`config.mk`:
```
export PLATFORM = sky130hd
export DESIGN_NAME = barometric_apogee_detector
export DESIGN_NICKNAME = d
export VERILOG_FILES = /design/src/design/bapd_pkg.sv /design/src/design/bapd_ema.sv /design/src/design/bapd_phase.sv /design/src/design/barometric_apogee_detector.sv
export VERILOG_INCLUDE_DIRS = /design/src /design/src/design
export SDC_FILE = /design/constraint.sdc
export NUM_CORES = 1
export LEC_CHECK = 0
export ABC_AREA = 1
export BUFFER_PORTS_ARGS = -buffer_cell sky130_fd_sc_hd__buf_2
export CORE_ASPECT_RATIO = 1.1
export CORE_UTILIZATION = 40
export CTS_BUF_LIST = sky130_fd_sc_hd__clkbuf_8
export CTS_CLUSTER_DIAMETER = 120
export CTS_CLUSTER_SIZE = 8
export DETAILED_ROUTE_END_ITERATION = 12
export PLACE_DENSITY = 0.65
export SYNTH_ARGS = -nofsm -noshare
export SYNTH_HDL_FRONTEND = slang
export SYNTH_HIERARCHICAL = 1
export SYNTH_SLANG_ARGS = --single-unit
export TNS_END_PERCENT = 100
```
`constraint.sdc`:
```
create_clock -name clk -period 22.7 [get_ports clk]
set_clock_uncertainty 0.15 [all_clocks]
set_input_delay 1.135 -clock clk [delete_from_list [all_inputs] [get_ports clk]]
set_output_delay 1.135 -clock clk [all_outputs]
set_load 0.02 [all_outputs]
```
`src/design/barometric_apogee_detector_macros.svh`:
```
// assertion macros for the barometric apogee detector
`ifndef BAROMETRIC_APOGEE_DETECTOR_MACROS_SVH
`define BAROMETRIC_APOGEE_DETECTOR_MACROS_SVH

// same-cycle implication, sampled on clk, off while arst_n is low
`define BAPD_ASSERT_NOW(name, cond, prop) \
	name: assert property (@(posedge clk) disable iff (!arst_n) (cond) |-> (prop)) \
		else $error("bapd assertion failed");

// next-cycle implication, sampled on clk, off while arst_n is low
`define BAPD_ASSERT_NEXT(name, cond, prop) \
	name: assert property (@(posedge clk) disable iff (!arst_n) (cond) |=> (prop)) \
		else $error("bapd assertion failed");

`endif

```
`src/design/bapd_pkg.sv`:
```
// shared types and constants of the barometric apogee detector
package bapd_pkg;

	localparam int PRESS_W       = 17;
	localparam int ACCEL_W       = 15;
	localparam int ALPHA_W       = 9;
	localparam int ALPHA_FRAC    = 8;
	localparam int THRESH_W      = 14;
	localparam int MARGIN_W      = 16;
	localparam int PHASE_W       = 2;
	localparam int REG_IDX_W     = 2;
	localparam int CFG_DATA_W    = 17;
	localparam int IN_TDATA_W    = 32;
	localparam int OUT_TDATA_W   = 40;
	localparam int FRACTION_BITS_DEF = 8;

	// flight phase codes
	localparam logic [PHASE_W-1:0] PHASE_READY   = 2'd0;
	localparam logic [PHASE_W-1:0] PHASE_ASCENT  = 2'd1;
	localparam logic [PHASE_W-1:0] PHASE_DESCENT = 2'd2;

	// register indexes
	localparam logic [REG_IDX_W-1:0] REG_GROUND = 2'd0;
	localparam logic [REG_IDX_W-1:0] REG_ALPHA  = 2'd1;
	localparam logic [REG_IDX_W-1:0] REG_THRESH = 2'd2;
	localparam logic [REG_IDX_W-1:0] REG_MARGIN = 2'd3;

	// register reset values
	localparam logic [PRESS_W-1:0]  GROUND_RST = 17'd101325;
	localparam logic [ALPHA_W-1:0]  ALPHA_RST  = 9'd77;
	localparam logic [THRESH_W-1:0] THRESH_RST = 14'd2000;
	localparam logic [MARGIN_W-1:0] MARGIN_RST = 16'd300;

	localparam logic [ALPHA_W-1:0] ALPHA_ONE = 9'd256;

	typedef struct packed {
		logic [PHASE_W-1:0] phase;
		logic               launch;
		logic               apogee;
	} phase_res_t;

endpackage

```
`src/design/bapd_ema.sv`:
```
// exponential smoothing step: s + alpha * ((p << F) - s) / 256, floored
module bapd_ema
	import bapd_pkg::*;
#(
	parameter int FRACTION_BITS = FRACTION_BITS_DEF
) (
	input  logic [ALPHA_W-1:0]               alpha,
	input  logic [PRESS_W-1:0]               pressure,
	input  logic [PRESS_W+FRACTION_BITS-1:0] smoothed_cur,
	output logic [PRESS_W+FRACTION_BITS-1:0] smoothed_next
);

	localparam int PW = PRESS_W + FRACTION_BITS;
	localparam int DW = PW + 1;
	localparam int MW = DW + ALPHA_W + 1;

	logic [ALPHA_W-1:0]  alpha_sat;
	logic signed [ALPHA_W:0] alpha_s;
	logic signed [DW-1:0] diff;
	logic signed [MW-1:0] prod;
	logic signed [MW-1:0] step;

	// anything above one saturates to one
	assign alpha_sat = alpha[ALPHA_W-1] ? ALPHA_ONE : alpha;
	assign alpha_s   = $signed({1'b0, alpha_sat});
	assign diff      = $signed({1'b0, pressure, {FRACTION_BITS{1'b0}}})
		- $signed({1'b0, smoothed_cur});
	assign prod      = alpha_s * diff;
	assign step      = prod >>> ALPHA_FRAC;

	// the true result stays in range, so modulo arithmetic is exact
	assign smoothed_next = smoothed_cur + step[PW-1:0];

endmodule

```
`src/design/bapd_phase.sv`:
```
// flight phase transitions, minimum tracking and event flags
module bapd_phase
	import bapd_pkg::*;
#(
	parameter int FRACTION_BITS = FRACTION_BITS_DEF
) (
	input  logic [PHASE_W-1:0]               phase_cur,
	input  logic [PRESS_W+FRACTION_BITS-1:0] smoothed_next,
	input  logic [PRESS_W+FRACTION_BITS-1:0] minimum_cur,
	input  logic signed [ACCEL_W-1:0]        accel,
	input  logic [THRESH_W-1:0]              threshold,
	input  logic [MARGIN_W-1:0]              margin,
	output logic [PRESS_W+FRACTION_BITS-1:0] minimum_next,
	output phase_res_t                       res
);

	localparam int PW = PRESS_W + FRACTION_BITS;

	logic                      launch_hit;
	logic [PW-1:0]             min_track;
	logic [PW:0]               apogee_level;
	logic                      apogee_hit;

	assign launch_hit   = accel > $signed({1'b0, threshold});
	assign min_track    = (smoothed_next < minimum_cur) ? smoothed_next : minimum_cur;
	assign apogee_level = {1'b0, min_track}
		+ {{(PW + 1 - MARGIN_W - FRACTION_BITS){1'b0}}, margin, {FRACTION_BITS{1'b0}}};
	assign apogee_hit   = {1'b0, smoothed_next} > apogee_level;

	always_comb begin
		res          = '{phase: phase_cur, launch: 1'b0, apogee: 1'b0};
		minimum_next = minimum_cur;
		unique case (phase_cur)
			PHASE_READY: begin
				if (launch_hit) begin
					res.phase    = PHASE_ASCENT;
					res.launch   = 1'b1;
					minimum_next = smoothed_next;
				end
			end
			PHASE_ASCENT: begin
				minimum_next = min_track;
				if (apogee_hit) begin
					res.phase  = PHASE_DESCENT;
					res.apogee = 1'b1;
				end
			end
			default: begin
				// descent holds; the unused code goes to descent
				res.phase = PHASE_DESCENT;
			end
		endcase
	end

endmodule

```
`src/design/barometric_apogee_detector.sv`:
```
// barometric apogee detector top level
// path: input transaction to earliest result transaction (input reg, then result reg)
// throughput: one sample per cycle; the smoothing multiply-add and phase compares sit
//   between the two registers, so every cycle can take a sample unless the output stalls
// reset: arst_n clears valids, loads default registers, phase ready, pressures to ground
// writing ground_pressure re-arms: phase ready, smoothed and minimum to the new ground
`include "barometric_apogee_detector_macros.svh"

module barometric_apogee_detector
	import bapd_pkg::*;
#(
	parameter int FRACTION_BITS = FRACTION_BITS_DEF
) (
	input  logic                   clk,
	input  logic                   arst_n,
	// configuration write port
	input  logic                   wr_en,
	input  logic [REG_IDX_W-1:0]   wr_index,
	input  logic [CFG_DATA_W-1:0]  wr_data,
	// sample stream in
	input  logic                   s_axis_tvalid,
	output logic                   s_axis_tready,
	input  logic [IN_TDATA_W-1:0]  s_axis_tdata,  // pressure_sample[16:0], vertical_accel[31:17]
	// result stream out
	output logic                   m_axis_tvalid,
	input  logic                   m_axis_tready,
	output logic [OUT_TDATA_W-1:0] m_axis_tdata   // flight_phase[1:0], smoothed_pressure[18:2],
	                                              // lowest_pressure[35:19], launch_event[36],
	                                              // apogee_event[37], zero[39:38]
);

	localparam int PW = PRESS_W + FRACTION_BITS;

	// configuration registers
	logic [ALPHA_W-1:0]  alpha_q;
	logic [THRESH_W-1:0] thresh_q;
	logic [MARGIN_W-1:0] margin_q;

	// detector state
	logic [PHASE_W-1:0]  phase_q;
	logic [PW-1:0]       smooth_q;
	logic [PW-1:0]       min_q;

	// input register
	logic                       valid_s1;
	logic [PRESS_W-1:0]         pressure_s1;
	logic signed [ACCEL_W-1:0]  accel_s1;

	// result register
	logic                valid_s2;
	phase_res_t          res_s2;
	logic [PRESS_W-1:0]  smooth_s2;
	logic [PRESS_W-1:0]  min_s2;

	logic          out_free;
	logic          advance;
	logic          rearm;
	logic [PW-1:0] smooth_next;
	logic [PW-1:0] min_next;
	phase_res_t    res_next;

	// result slot frees when empty or taken this cycle
	assign out_free      = !valid_s2 || m_axis_tready;
	assign advance       = valid_s1 && out_free;
	assign s_axis_tready = !valid_s1 || advance;
	assign rearm         = wr_en && (wr_index == REG_GROUND);

	// configuration writes, no read-back
	always_ff @(posedge clk or negedge arst_n) begin
		if (!arst_n) begin
			alpha_q  <= ALPHA_RST;
			thresh_q <= THRESH_RST;
			margin_q <= MARGIN_RST;
		end else if (wr_en) begin
			unique case (wr_index)
				// ground value only feeds the re-arm of the detector state
				REG_GROUND: ;
				REG_ALPHA:  alpha_q  <= wr_data[ALPHA_W-1:0];
				REG_THRESH: thresh_q <= wr_data[THRESH_W-1:0];
				REG_MARGIN: margin_q <= wr_data[MARGIN_W-1:0];
				default: ;
			endcase
		end
	end

	// input register: takes a transaction whenever the slot drains or is empty
	always_ff @(posedge clk or negedge arst_n) begin
		if (!arst_n) begin
			valid_s1 <= 1'b0;
		end else if (s_axis_tready) begin
			valid_s1 <= s_axis_tvalid;
		end
	end

	always_ff @(posedge clk) begin
		if (s_axis_tready && s_axis_tvalid) begin
			pressure_s1 <= s_axis_tdata[PRESS_W-1:0];
			accel_s1    <= $signed(s_axis_tdata[PRESS_W +: ACCEL_W]);
		end
	end

	// smoothing step
	bapd_ema #(
		.FRACTION_BITS(FRACTION_BITS)
	) u_ema (
		.alpha         (alpha_q),
		.pressure      (pressure_s1),
		.smoothed_cur  (smooth_q),
		.smoothed_next (smooth_next)
	);

	// phase decision on the freshly smoothed value
	bapd_phase #(
		.FRACTION_BITS(FRACTION_BITS)
	) u_phase (
		.phase_cur     (phase_q),
		.smoothed_next (smooth_next),
		.minimum_cur   (min_q),
		.accel         (accel_s1),
		.threshold     (thresh_q),
		.margin        (margin_q),
		.minimum_next  (min_next),
		.res           (res_next)
	);

	// detector state: re-arm on a ground write, else update when a sample retires
	always_ff @(posedge clk or negedge arst_n) begin
		if (!arst_n) begin
			phase_q  <= PHASE_READY;
			smooth_q <= {GROUND_RST, {FRACTION_BITS{1'b0}}};
			min_q    <= {GROUND_RST, {FRACTION_BITS{1'b0}}};
		end else if (rearm) begin
			phase_q  <= PHASE_READY;
			smooth_q <= {wr_data[PRESS_W-1:0], {FRACTION_BITS{1'b0}}};
			min_q    <= {wr_data[PRESS_W-1:0], {FRACTION_BITS{1'b0}}};
		end else if (advance) begin
			phase_q  <= res_next.phase;
			smooth_q <= smooth_next;
			min_q    <= min_next;
		end
	end

	// result register
	always_ff @(posedge clk or negedge arst_n) begin
		if (!arst_n) begin
			valid_s2 <= 1'b0;
		end else if (out_free) begin
			valid_s2 <= valid_s1;
		end
	end

	always_ff @(posedge clk) begin
		if (advance) begin
			res_s2    <= res_next;
			smooth_s2 <= smooth_next[PW-1:FRACTION_BITS];
			min_s2    <= min_next[PW-1:FRACTION_BITS];
		end
	end

	assign m_axis_tvalid = valid_s2;
	assign m_axis_tdata  = {2'b00, res_s2.apogee, res_s2.launch, min_s2, smooth_s2,
		res_s2.phase};

	// both events never come from one sample
	`BAPD_ASSERT_NOW(a_one_event, valid_s2, !(res_s2.launch && res_s2.apogee))
	// a launch transaction reports ascent
	`BAPD_ASSERT_NOW(a_launch_phase, valid_s2 && res_s2.launch, res_s2.phase == PHASE_ASCENT)
	// descent holds until re-armed
	`BAPD_ASSERT_NEXT(a_descent_hold, (phase_q == PHASE_DESCENT) && !rearm,
		phase_q == PHASE_DESCENT)
	// during ascent the minimum never sits above the smoothed value
	`BAPD_ASSERT_NOW(a_min_bound, phase_q == PHASE_ASCENT, min_q <= smooth_q)

endmodule
```
==> metrics <==
status complete, no violations; Max transition margin 0.3176; synthesized cell area 19590 µm²; share of the synthesized area in the top cell type 0.1850; final worst-path cycle share 0.6408; fin crit period 14550 ps; Max H-tree Level 4; die height between 200 and 250 µm; MaxCap Viol Count 0; largest cells by area after synthesis fa_1, ha_1, nand2_1, edfxtp_1, inv_1; TritonCTS buffer count 17; DR vias approximately 17000; FF/Latch Area roughly 4500 µm²; synth unique cells 57; Total GRT Usage 0.2472; Post-Synthesis Cells 2529; DR vias/cell roughly 5.2; drt first pass iters 6; yosys warns 6; die area 49870 µm²; Post-synth EDFFs 70; DR iter-0 viols around 1200; TritonCTS clock tree built; crit-path leading delay family adder cells; CP peak stage delay 760 ps; area of the multi-input gates 13050 µm²; DP HPWL about 48 mm; worst min path class flop to flop; drt drc 0; CTS Hold Buffers Added 0; fin nets roughly 3000; Crit-path slowest cell xor2_1; register area share after synthesis 0.2283; placed cell area approximately 21000 µm²; Area growth, synth to finish 8.085%; fill count between 4000 and 5000; initial antenna violation count 1; top post-synthesis cells by count nand2_1, inv_1, nand3_1; Worst-path clk slew 120 ps; most used cell, CP nand2_1; ys async rst share 0.5706; Final setup viols 0; vias in the first global route 17810; final instance area ~21000 µm²; Slew Limit Fails 0; syn_area_per_cell just under 8 µm²; CP max FO 36; clk buf depth 2; core box area between 40000 and 50000 µm²; Crit path arrival time 14790 ps; FF+latch count, synth ~160; cell taking the most area after synthesis fa_1; row cnt 84; # clock sinks 163; first-pass GRT wire length 94.05 mm; largest net degree at the start of global routing 72; critical path type flop to flop; Worst Max-Slew Pin Slew just over 1000 ps; RSZ-0062 raised after global routing false; CP required 22950 ps; root buffer cell clkbuf_8; post-CTS setup buffers 0; CP Capture Type flop; grt ovf 0; chip width 213.0 µm; Ports between 90 and 100; final core utilization 0.4409; CP bufs+invs 5; CTS-repair resized insts 0; share of cells above drive strength 1 0.1008; Final Hold Fails 0; WL per Instance roughly 18 µm; Worst-Skew Late Latency ~520 ps; CP startpoint kind flop; DRT antenna net count 0; top_reg_cell synth edfxtp_1; initial core utilization 0.4079; number of port buffers 95; most common cell in the netlist nand2_1; ANT cells 0; setup tns final 0 ps; RD Place Congestion slightly above 1; Achievable Freq approximately 69 MHz; Post-Route WL between 50 and 60 mm
## layout by cell type, fill, tap and decap left out, drive strengths merged, types with 2 or more instances in the layout
master and count:
nand2 603, inv 475, nand3 218, nor2 218
ha 191, fa 181, buf 118, o21ai 114
a21oi 113, edfxtp 70, dfrtp 59, xor2 48
dfstp 34, xnor2 28, or2 24, nand4 19
clkbuf 17, nor3 14, a31oi 12, a21o 11
nand3b 9, o21bai 7, clkinv 7, o21a 5
a221oi 4, nor4 3, conb 2, a211oi 2
o31ai 2, nor3b 2, a21boi 2
## logic make-up after synthesis
family / count (synthesis) / share of synthesized area
fa+ha+maj: 372 / 0.3069
xor+xnor: 76 / 0.03513
compound gates: 275 / 0.08021
flops: 163 / 0.2283
simple gates: 1112 / 0.2431
other cells: 1 / 0.0001914
buf+inv: 530 / 0.1062
## tightest hold or removal path, delay by kind of cell (launching register included)
kind / cells / cell delay [ps]
AO/OA/AOI/OAI: 1 / 50
AND/OR/NAND/NOR: 1 / 50
flip-flops: 1 / 390
## layout make-up
class,instances,area share
tap,645,0.03811
clock buffer,17,0.01105
sequential,163,0.2112
clock inverter,15,0.009572
inverter,468,0.08308
multi-input combinational,1837,0.6163
timing repair buffer,118,0.03073
## metrics by stage
stage | instances | setup slack [ps] | hold WS [ps]
global route | 3263 | 7123 | 352.8
CTS | 3263 | 8217 | 335.5
global placement | 3231 | 8311 | 315.6
finish | 3263 | 8153 | 334.4
detailed placement | 3231 | 8277 | 315.5
floorplan | 2530 | 11310 | 290.0
## sequential cells by signal (all words and copies together), names as in the netlist
register / flops
thresh_q: 14
m_axis_tdata: 4
smooth_q: 25
margin_q: 16
smooth_s2: 17
accel_s1: 15
m_axis_tvalid: 1
pressure_s1: 17
min_s2: 17
min_q: 25
phase_q: 2
alpha_q: 9
valid_s1: 1
## routing by layer
metal  vias up  global-route usage  routed length, µm
li1       8119                   -                  -
met1      8312              0.2899              23580
met2       494              0.4462              29970
met3       128             0.02237               2406
met4         2              0.1299               2866
met5         -                   0                 11
## path summary, 6_finish.rpt
kind	from	to	slack, ps	depth (start not counted)
worst max-delay path	smooth_q[0]	phase_q[0]	8150	69
worst min-delay path	thresh_q[8]	thresh_q[8]	330	2
worst max register to register	smooth_q[0]	phase_q[0]	8150	69
worst min register to register	thresh_q[8]	thresh_q[8]	330	2
max in group asynchronous	arst_n	min_q[21]	20760	2
min in group asynchronous	arst_n	min_q[0]	450	1
Power is left out: the tool's default activity adds up to more than one toggle a clock period on the data nets, which glitch-free logic cannot reach.
